**src/sv/abt_pkg.sv**
```systemverilog
// Shared types and constants for the arena bump allocator table.
package abt_pkg;

    localparam int ADDR_W  = 48;
    localparam int SIZE_W  = 32;
    localparam int OWNER_W = 22;
    localparam int INDEX_W = 7;

    typedef enum logic [3:0] {
        REQ_CREATE    = 4'd0,
        REQ_ALLOC     = 4'd1,
        REQ_SEEK      = 4'd2,
        REQ_POP       = 4'd3,
        REQ_POS       = 4'd4,
        REQ_RESERVE   = 4'd5,
        REQ_DESTROY   = 4'd6,
        REQ_SIZE      = 4'd7,
        REQ_BOOTSTRAP = 4'd8,
        REQ_BASE      = 4'd9,
        REQ_MAP       = 4'd10,
        REQ_RELEASE   = 4'd11
    } t_req;

    typedef enum logic [2:0] {
        ST_OK        = 3'd0,
        ST_NO_SPACE  = 3'd1,
        ST_UNDERFLOW = 3'd2,
        ST_FULL      = 3'd3,
        ST_BAD_SIZE  = 3'd4,
        ST_BAD_INDEX = 3'd5,
        ST_UNKNOWN   = 3'd6
    } t_status;

    typedef enum logic [2:0] {
        S_CLEAR,
        S_IDLE,
        S_READ,
        S_SCAN,
        S_RELEASE,
        S_BPARENT
    } t_state;

    typedef struct packed {
        logic                 valid;
        logic [ADDR_W-1:0]    base;
        logic [SIZE_W-1:0]    cursor;
        logic [SIZE_W-1:0]    size;
        logic                 is_sub;
        logic [OWNER_W-1:0]   owner;
    } t_entry;

    typedef struct packed {
        t_status status;
        logic    wr_en;
        logic    need_scan;
    } t_exec_ctl;

endpackage

```
**src/sv/abt_exec.sv**
```systemverilog
// Read-modify-write logic for requests that address one arena entry.
module abt_exec
    import abt_pkg::*;
(
    input  t_req               i_req,
    input  logic [SIZE_W-1:0]  i_amount,
    input  logic [ADDR_W-1:0]  i_map_address,
    input  t_entry             i_entry,
    output t_exec_ctl          o_ctl,
    output logic [ADDR_W-1:0]  o_address,
    output logic [SIZE_W-1:0]  o_size,
    output t_entry             o_entry,
    output t_entry             o_child
);

    logic [SIZE_W:0]   sum_ca;
    logic [SIZE_W-1:0] addend;
    logic [ADDR_W-1:0] addr_sum;
    logic [SIZE_W-1:0] remain;

    assign sum_ca   = {1'b0, i_entry.cursor} + {1'b0, i_amount};
    assign addend   = (i_req == REQ_SEEK) ? i_amount : i_entry.cursor;
    assign addr_sum = i_entry.base + ADDR_W'(addend);
    assign remain   = (i_entry.cursor >= i_entry.size) ? '0 : i_entry.size - i_entry.cursor;

    always_comb begin
        o_child        = '0;
        o_child.valid  = 1'b1;
        o_child.base   = addr_sum;
        o_child.size   = i_amount;
        o_child.is_sub = 1'b1;
        o_child.owner  = i_entry.owner;
    end

    always_comb begin
        o_ctl.status    = ST_OK;
        o_ctl.wr_en     = 1'b0;
        o_ctl.need_scan = 1'b0;
        o_address       = '0;
        o_size          = '0;
        o_entry         = i_entry;
        unique case (i_req)
            REQ_ALLOC: begin
                if (sum_ca <= {1'b0, i_entry.size}) begin
                    o_address      = addr_sum;
                    o_entry.cursor = sum_ca[SIZE_W-1:0];
                    o_ctl.wr_en    = 1'b1;
                end else begin
                    o_ctl.status = ST_NO_SPACE;
                end
            end
            REQ_SEEK: begin
                o_address      = addr_sum;
                o_entry.cursor = i_amount;
                o_ctl.wr_en    = 1'b1;
            end
            REQ_POP: begin
                if (i_entry.cursor < i_amount) begin
                    o_ctl.status = ST_UNDERFLOW;
                end else begin
                    o_entry.cursor = i_entry.cursor - i_amount;
                    o_ctl.wr_en    = 1'b1;
                end
            end
            REQ_POS: begin
                o_size = i_entry.cursor;
            end
            REQ_RESERVE: begin
                if ({1'b0, i_entry.size} < sum_ca) begin
                    o_size = remain;
                end else begin
                    o_entry.cursor = sum_ca[SIZE_W-1:0];
                    o_size         = i_amount;
                    o_ctl.wr_en    = 1'b1;
                end
            end
            REQ_DESTROY: begin
                o_size      = i_entry.is_sub ? '0 : i_entry.size;
                o_entry     = '0;
                o_ctl.wr_en = 1'b1;
            end
            REQ_SIZE: begin
                o_size = i_entry.size;
            end
            REQ_BOOTSTRAP: begin
                if (remain < i_amount) begin
                    o_ctl.status = ST_NO_SPACE;
                end else begin
                    o_entry.cursor  = sum_ca[SIZE_W-1:0];
                    o_ctl.need_scan = 1'b1;
                end
            end
            REQ_BASE: begin
                o_address = i_entry.base;
            end
            REQ_MAP: begin
                if (i_entry.base != '0 || i_amount > i_entry.size) begin
                    o_ctl.status = ST_BAD_INDEX;
                end else begin
                    o_entry.base = i_map_address;
                    o_address    = i_map_address;
                    o_size       = i_entry.size;
                    o_ctl.wr_en  = 1'b1;
                end
            end
            default: begin
                o_ctl.status = ST_UNKNOWN;
            end
        endcase
    end

endmodule
```
**config.mk**
```make
export PLATFORM = sky130hd
export DESIGN_NAME = abt_exec
export DESIGN_NICKNAME = d
export VERILOG_FILES = /design/src/sv/abt_pkg.sv /design/src/sv/abt_exec.sv
export SDC_FILE = /design/constraint.sdc
export NUM_CORES = 1
export LEC_CHECK = 0
export ABC_AREA = 1
export BUFFER_PORTS_ARGS = -buffer_cell sky130_fd_sc_hd__clkbuf_2
export CAP_MARGIN = 20
export CORE_AREA = 5 5 224 226
export DETAILED_ROUTE_END_ITERATION = 8
export DIE_AREA = 0 0 229 231
export SETUP_SLACK_MARGIN = 0.2
export SLEW_MARGIN = 10
export SYNTH_ARGS = -nofsm -noshare
export SYNTH_HDL_FRONTEND = slang
export SYNTH_SLANG_ARGS = --single-unit
```
**constraint.sdc**
```tcl
create_clock -name vclk -period 5.3
set_clock_uncertainty 0.1 [all_clocks]
set_input_delay 0.53 -clock vclk [all_inputs]
set_output_delay 0.53 -clock vclk [all_outputs]
set_load 0.01 [all_outputs]
```
; Word-level counts from Yosys, hierarchy flattened
; Index checks and enable logic that the tools add are counted.
[word_totals]
word_cells = 54
reg_bits = 0
output_inout_bits = 357
in_bits = 220
[classes]
n_lt_le_gt_ge = 6
add_sub_neg = 4
reduce_logical = 4
eq_ne = 10
n_mux = 30
[op_table]
columns = op, n
row1 = 32-bit two-way mux, 9
row2 = 32-bit one-hot mux with 6 select lines, 1
row3 = 48-bit one-hot mux with 4 select lines, 1
row4 = 32-bit one-hot mux with 5 select lines, 1
row5 = 48-bit two-way mux, 3
row6 = 48-bit one-hot mux with 2 select lines, 1
row7 = 32-bit < comparator, 2
row8 = 32-bit subtractor, 2
row9 = 55-bit two-way mux, 1
row10 = 48-bit by 32-bit adder with 48-bit output, 1
row11 = 48-bit nonzero test, 1
row12 = 32-bit by 32-bit adder with 33-bit output, 1
row13 = 33-bit by 32-bit <= comparator with 1-bit output, 1
row14 = 32-bit by 33-bit < comparator with 1-bit output, 1
row15 = 32-bit >= comparator, 1
row16 = 32-bit > comparator, 1
row17 = 4-bit by 3-bit == test with 1-bit output (second input constant), 4
row18 = 3-bit one-hot mux with 5 select lines, 1
row19 = 4-bit == test (second input constant), 3
row20 = 1-bit two-way mux, 9
row21 = 4-bit by 2-bit == test with 1-bit output (second input constant), 2
row22 = 6-bit OR reduction, 1
row23 = 1-bit one-hot mux with 5 select lines, 1
row24 = 4-bit by 1-bit == test with 1-bit output (second input constant), 1
row25 = other kinds (4), 4

; Logic depth before layout (Yosys ltp)
; Gate-level depths: netlist of run 1.
[depth]
word_depth = 5
mapped_depth = 36
ltp_nobuf = 36

; Worst setup path before layout of run 1
; No wires, ideal clock.
[synth_timing]
path_kind = input to output
from = input port i_amount[0]
to = output port o_address[13]
stages = 34
arrival_ns = 4.230
path_buffers = 2
t_required_ns = 4.670
setup_slack_ns = 0.440
cell_sequence = ha_1 -> inv_1 -> fa_1 -> inv_1 -> nand2_1 -> nand2_1 -> o21ai_1 -> o21ai_2 -> nand2_1 -> inv_1 -> or2_1 -> nand2_1 -> nand2_1 -> nand3_1 -> nand2_1 -> xor2_1 -> inv_1 -> ha_1 -> a21oi_1 -> o21ai_0 -> a21oi_1 -> nand2_1 -> nand2_1 -> nand2_1 -> nand2_1 -> nand2_1 -> nand2_1 -> nand3_1 -> nand3_4 -> nand2_1 -> buf_4 -> buf_4 -> nand2_1 -> o221ai_1
[synth_between]
elab_chain_len = 4
word_cells_on_any_way = 9
cone_classes = 2 x add/sub / 2 x order compare / 4 x mux / 1 x reduce/logical
[synth_lines]
columns = item, line_no
row1 = start: declaration, abt_exec.sv:6  ; input logic [SIZE_W-1:0] i_amount,
row2 = 32-bit by 32-bit adder with 33-bit output (tied with other cells), abt_exec.sv:21  ; assign sum_ca = {1'b0, i_entry.cursor} + {1'b0, i_amount};
row3 = 33-bit by 32-bit <= comparator with 1-bit output (tied with other cells), abt_exec.sv:44  ; if (sum_ca <= {1'b0, i_entry.size}) begin
row4 = "48-bit two-way mux, on equally long branches", "abt_exec.sv:44, abt_exec.sv:97"
row5 = 48-bit one-hot mux with 4 select lines (*), abt_exec.sv:42  ; unique case (i_req)
row6 = end: declaration, abt_exec.sv:10  ; output logic [ADDR_W-1:0] o_address,
; Mark *: on every way between the ends. The rest lies on a longest branch, timed or not.

==> results.md, run 1 <==
* Register Area at 0 sq um
* Setup WS post-layout at -191 ps
* Final HPWL DP at 75.5 mm
* Top-count cell post-synth: nand2_1
* Total gr overflow at 0
* Type of destination of the critical path: primary output
* Worst slew margin at 0.180
* Distinct cells, synth at 58
* Die height at 231 microns
* Gr usage total at 0.302
* Synthesis Warnings at 0
* Synthesized area at 0.0149 sq mm
* Status: complete, but fails checks
* Port bufs at 543
* Logic pwr share at 1.000
* Fmax at 0.182 GHz
* Final nets at 4067
* Min Tclk post-route at 5490 ps
* Crit path DAT at 4860 ps
* Crit path launch: i_entry[55]
* # rows at 81
* Routed WL per cell at 21.4 microns
* Top cells by area, synth: ha_1 19%, nand2_1 14%, inv_1 11%
* DRC at 0
* Syn Inst Count at 2632
* Critical path data required time at 4670 ps
* Tcrit/Tclk final at 1.04
* Vias at 22275
* RSZ-0062 raised after global routing: true
* Layout cells sized above 1 at 0.428
* Core area at 0.0481 sq mm
* Post-synth top area cell: ha_1
* Part of the power in registers at 0
* Die Wd at 229 microns
* Top cells by count, synth: 573 x nand2_1, 442 x inv_1, 282 x nor2_1, 223 x ha_1, 222 x a21oi_1
* Clk pwr share at 0
* Cell mode on critical path: nand2_4
* Routed Antenna Nets at 0
* WL met3 at 6.45 mm
* Vias in the first global route at 21133
* Crit path largest cell delay at 480 ps
* Antenna violations before repair at 4
* Metal-1 WL at 34.5 mm
* CTS hold repair buffers at 0
* Pin count of the biggest net entering global routing at 55
* Post-synthesis sequential area ratio at 0
* Sw Ratio at 0.573
* Maximum vdd drop at 0.0634 mV
* GPL Wtd Cong at 1.04
* First-pass GRT wire length at 125 mm
* NetSw at 1.93 mW
* Failing checks: setup timing
* Syn-to-layout area delta at 67.7%
* Max_cap viols at 0
* Synthesized area per cell at 5.66 sq um
* Worst Path Class, Setup: in2out
* Startpoint Class: primary input
* Fillers at 4893
* Pint at 1.44 mW
* CLK BUF at 0
* Fin util at 0.519
* Sequential cells at 0
* Tot Pwr at 3.37 mW
* Leak pwr at 14.0 nW
* DRT Pass-1 Iters at 6
* Routed wl met2 at 42.3 mm
* Crit Path Max Fanout at 6
* Fin Setup TNS at -10960 ps
* I/O pin count at 577
* Starting density of the core at 0.309
* Via/cell ratio at 5.25
* Power Dens Cells at 135 mW/mm^2
* Slew @ Worst Pin at 1230 ps
* Critical-path top delay cell: or3_4
* Top sig layer: met5
* Max-slew violations at 0
* Hold WC Path Type: in2out
* Final Setup Violations at 110
* Post-synth top area share at 0.187
* Die ar. at 0.0529 sq mm
* Final Hold Viols at 0
* Final wirelength at 90.6 mm
* Crit path to: o_entry[73]
* Violation count after the first detailed-route iteration at 1691
[worst max-delay path, delay by kind of cell]
kind,cells,cell delay (ps)
fa+ha+maj,3,790
simple gates,18,2170
buf+inv,10,1350
[layout by cell type (no fill, tap or decap), types with 15 or more instances in the layout]
| master | netlist | final |
|---|---|---|
| a21oi_1 | 222 | 169 |
| a21oi_2 | 1 | 41 |
| a31oi_1 | 23 | 19 |
| buf_12 | 1 | 24 |
| buf_2 | 21 | 58 |
| buf_4 | 93 | 507 |
| buf_6 | 4 | 66 |
| clkbuf_2 | 0 | 443 |
| conb_1 | 2 | 34 |
| ha_1 | 223 | 189 |
| ha_4 | 0 | 32 |
| inv_1 | 442 | 418 |
| inv_2 | 6 | 25 |
| nand2_1 | 573 | 459 |
| nand2_2 | 13 | 72 |
| nand2_4 | 13 | 61 |
| nand3_1 | 87 | 53 |
| nand3_2 | 15 | 33 |
| nand3_4 | 2 | 18 |
| nand4_1 | 24 | 24 |
| nor2_1 | 282 | 258 |
| nor2_2 | 2 | 15 |
| nor3_1 | 34 | 28 |
| nor4_1 | 25 | 22 |
| o2111ai_2 | 0 | 23 |
| o211ai_1 | 29 | 29 |
| o21ai_0 | 123 | 103 |
| o21ai_1 | 11 | 21 |
| o221ai_1 | 44 | 39 |
| o22ai_1 | 30 | 29 |
| xnor2_1 | 28 | 27 |
| xor2_1 | 98 | 89 |
[timing repair]
item	in CTS	in global routing
pin swaps	65	110
buffers inserted	31	41
resized for setup	236	461
endpoints found under the setup margin	115	128
hold endpoints to repair	0	0
cloned	0	9
[metal layers]
metal,vias up,GRT usage
met5,-,0
li1,10587,-
met3,298,0.0298
met1,10263,0.364
met4,8,0.169
met2,1119,0.528
[through the flow]
stage / cells / hold slack [ps] / instance area (sq um) / setup slack [ps]
finish: 4241 / 1160 / 25000 / -191
floorplan: 2664 / 1050 / 15000 / 440
global placement: 4159 / 1160 / 21400 / -593
global route: 4240 / 1170 / 25000 / -393
CTS: 4190 / 1170 / 22700 / -59.0
detailed placement: 4159 / 1170 / 21400 / -669
[logic make-up (layout without fill, tap and decap cells)]
| group | after synthesis | after routing | synth area share |
|---|---|---|---|
| xor+xnor | 126 | 126 | 0.0741 |
| fa+ha+maj | 227 | 227 | 0.193 |
| other cells | 2 | 35 | 0.000504 |
| buf+inv | 611 | 1565 | 0.182 |
| compound gates | 584 | 584 | 0.239 |
| simple gates | 1082 | 1082 | 0.311 |
[power by group through the flow]
stage	sequential, mW	clock, mW	combinational (mW)
2_1_floorplan	0	0	1.44
3_3_place_gp	0	0	2.78
3_5_place_dp	0	0	2.78
4_1_cts	0	0	2.99
5_1_grt	0	0	3.60
6_report	0	0.0000000177	3.37
[worst min-delay path by stage]
stage / end / from / cells past startpoint / slack, ps
6_report: o_child[14] / i_entry[14] / 2 / 1160
5_1_grt: o_child[6] / i_entry[6] / 2 / 1170
4_1_cts: o_child[14] / i_entry[14] / 2 / 1170
3_5_place_dp: o_child[14] / i_entry[14] / 2 / 1170
3_3_place_gp: o_child[14] / i_entry[14] / 2 / 1160
2_1_floorplan: o_entry[0] / i_entry[0] / 2 / 1050
[layout make-up]
cell class / instances / area [sq um] / share of cell area
Antenna cell: 1 / 2.50 / 0.000100
Multi-Input combinational cell: 2053 / 14600 / 0.584
Tap cell: 622 / 778 / 0.0312
Inverter: 448 / 1720 / 0.0687
Timing Repair Buffer: 1117 / 7890 / 0.316
(Power assumes the default switching activity.)
==> run 2: changes to the inputs <==
--- a/config.mk
+++ b/config.mk
@@ -11,6 +11,7 @@
 export CORE_AREA = 5 5 224 226
 export DETAILED_ROUTE_END_ITERATION = 8
 export DIE_AREA = 0 0 229 231
+export REMOVE_ABC_BUFFERS = 1
 export SETUP_SLACK_MARGIN = 0.2
 export SLEW_MARGIN = 10
 export SYNTH_ARGS = -nofsm -noshare
==> run 2 against run 1 <==
The flow still finishes with violations (setup timing). Worst setup slack got worse by 45 ps. Wire length decreased by 2.9%. Sequential cell count did not move. Final area is 0.48% lower. Non-clock buffer count is 26 higher. Global-route usage shrank 0.40 points. Maximum frequency decreased by 0.82%. Cell count rose by 0.61%. Critical path depth up 4. Largest cell class unchanged.
==> results.md, run 2 (same netlist as run 1, synthesis figures left out) <==
* Status: complete, but fails checks
* Failing checks: setup timing
* Die Wd at 229 microns (unchanged)
* Maximum vdd drop at 0.0599 mV (-5.5%)
* Critical path data required time at 4670 ps (about the same)
* Sequential cells at 0 (unchanged)
* Crit path largest cell delay at 280 ps (-200 ps)
* Slew @ Worst Pin at 1210 ps (-12.7 ps)
* Fin util at 0.516 (-0.00250)
* Worst hold path startpoint: i_entry[13]
* Violation count after the first detailed-route iteration at 1489 (-12%)
* CTS hold repair buffers at 0 (unchanged)
* Setup WS post-layout at -236 ps (-45.2 ps)
* Max_cap viols at 0 (unchanged)
* Final Hold Viols at 0 (unchanged)
* Endpoint, Worst Hold: o_child[13]
* Starting density of the core at 0.309 (unchanged)
* Syn-to-layout area delta at 66.8%
* Hold WC Path Type: in2out
* Core area at 0.0481 sq mm (unchanged)
* Hold depth at 2 (unchanged)
* Final HPWL DP at 73.4 mm (-2.7%)
* Leak pwr at 13.9 nW (-0.21%)
* Worst Path Class, Setup: in2out
* Met1 GRT Util at 0.353 (-0.0103)
* Most common cell after layout, fill and taps aside: buf_4
* Fin Setup TNS at -11220 ps (-263 ps)
* DRC at 0 (unchanged)
* Register Area at 0 sq um (unchanged)
* Power Dens Cells at 136 mW/mm^2 (+1.1%)
* Layout cells sized above 1 at 0.426 (-0.00235)
* First-pass GRT wire length at 124 mm (-1.5%)
* Ant diodes at 0 (-1)
* DRT Pass-1 Iters at 6 (unchanged)
* RSZ-0062 raised after global routing: true
* Vias at 22030 (-1.1%)
* Max-slew violations at 0 (unchanged)
* Critical-path top delay cell: ha_4
* Fmax at 0.181 GHz (-0.82%)
* Port bufs at 543 (unchanged)
* Final nets at 4094 (+0.66%)
* Most frequent cells in the layout: 531 x buf_4, 487 x nand2_1, 436 x clkbuf_2, 417 x inv_1, 257 x nor2_1
* Antenna violations before repair at 2 (-2)
* Worst hold slack at 1160 ps (-0.380 ps)
* GR Util met2 at 0.538 (+0.0105)
* # rows at 81 (unchanged)
* Dpl cell area at 0.0215 sq mm (+0.25%)
* Busiest grt layer: met2
* Crit Path Max Fanout at 3 (-3)
* Die ar. at 0.0529 sq mm (unchanged)
* Die height at 231 microns (unchanged)
* Vias in the first global route at 21011 (-0.58%)
* Crit path DAT at 4910 ps (+50 ps)
* GPL Wtd Cong at 1.03 (-1.5%)
* Worst slew margin at 0.188 (+0.00850)
* Tcrit/Tclk final at 1.04 (+0.00853)
* Final Setup Violations at 108 (-1.8%)
* Type of destination of the critical path: primary output
* CLK BUF at 0 (unchanged)
* Final Instance Area at 0.0249 sq mm (-0.48%)
* Pin count of the biggest net entering global routing at 42 (-24%)
* Gr usage total at 0.298 (-0.00402)
* Total gr overflow at 0 (unchanged)
* Startpoint Class: primary input
* Final wirelength at 87.9 mm (-2.9%)
* Min Tclk post-route at 5540 ps (+45.2 ps)
* Routed Antenna Nets at 0 (unchanged)
* Cell mode on critical path: buf_4
* M3 GR Usage at 0.0228 (-0.00701)
* Pre-CTS WS at -653 ps (+15.4 ps)
* Via/cell ratio at 5.16 (-1.7%)
* Routed WL per cell at 20.6 microns (-3.5%)
* I/O pin count at 577 (unchanged)
## run 2: cell types whose count changed in the layout (fill, tap and decap cells not counted), sizes merged
cell / before / now
clkinvlp: 1 / 0
clkbuf: 454 / 440
inv: 445 / 448
clkinv: 2 / 0
nand2: 599 / 600
buf: 663 / 703
diode: 1 / 0
## run 2: worst max path at each step
stage / startpoint / slack (ps) / to
final: i_entry[57] / -240 / o_entry[66]
after floorplan: i_req[1] / -530 / o_address[40]
after detailed placement: i_entry[57] / -650 / o_entry[69]
after CTS: i_entry[57] / -180 / o_entry[60]
after global routing: i_entry[57] / -390 / o_entry[69]
after global placement: i_amount[0] / -660 / o_entry[69]
## run 2: per-layer routing
metal,wire (microns),vias up
met2,42400,989
met3,5330,218
met1,34100,10180
met4,6050,4
li1,-,10639
met5,27,-
## run 2: layout make-up
type / instances / area, sq um
fillers: 4934 / 23300
inverters: 448 / 1700
multi-input cells: 2054 / 14500
well taps: 622 / 778
repair buffers: 1143 / 7900
## run 2: critical path: cells and delay by family
kind / cells / cell delay (ps)
buffers and inverters: 24 / 2810
AO/OA/AOI/OAI: 7 / 850
adder cells (fa/ha/maj): 1 / 280
XOR/XNOR: 1 / 270
AND/OR/NAND/NOR: 2 / 170
## run 2: power breakdown
group | switching, mW | internal [mW] | total (mW)
registers | 0 | 0 | 0
clock network | 0 | 0 | 0
logic | 1.92 | 1.47 | 3.39
total | 1.92 | 1.47 | 3.39
## run 2: through the flow
step | instances | total power [mW]
after detailed placement | 4176 | 2.78
after floorplan | 2501 | 1.36
after global placement | 4176 | 2.78
final | 4267 | 3.39
after global routing | 4267 | 3.63
after CTS | 4222 | 3.00
## run 2: repair_timing
| action | CTS | global route |
|---|---|---|
| buffers inserted | 42 | 43 |
| cloned | 4 | 2 |
| resized for setup | 151 | 517 |
| hold endpoints to repair | 0 | 0 |
| pin swaps | 46 | 134 |
| endpoints found under the setup margin | 115 | 131 |
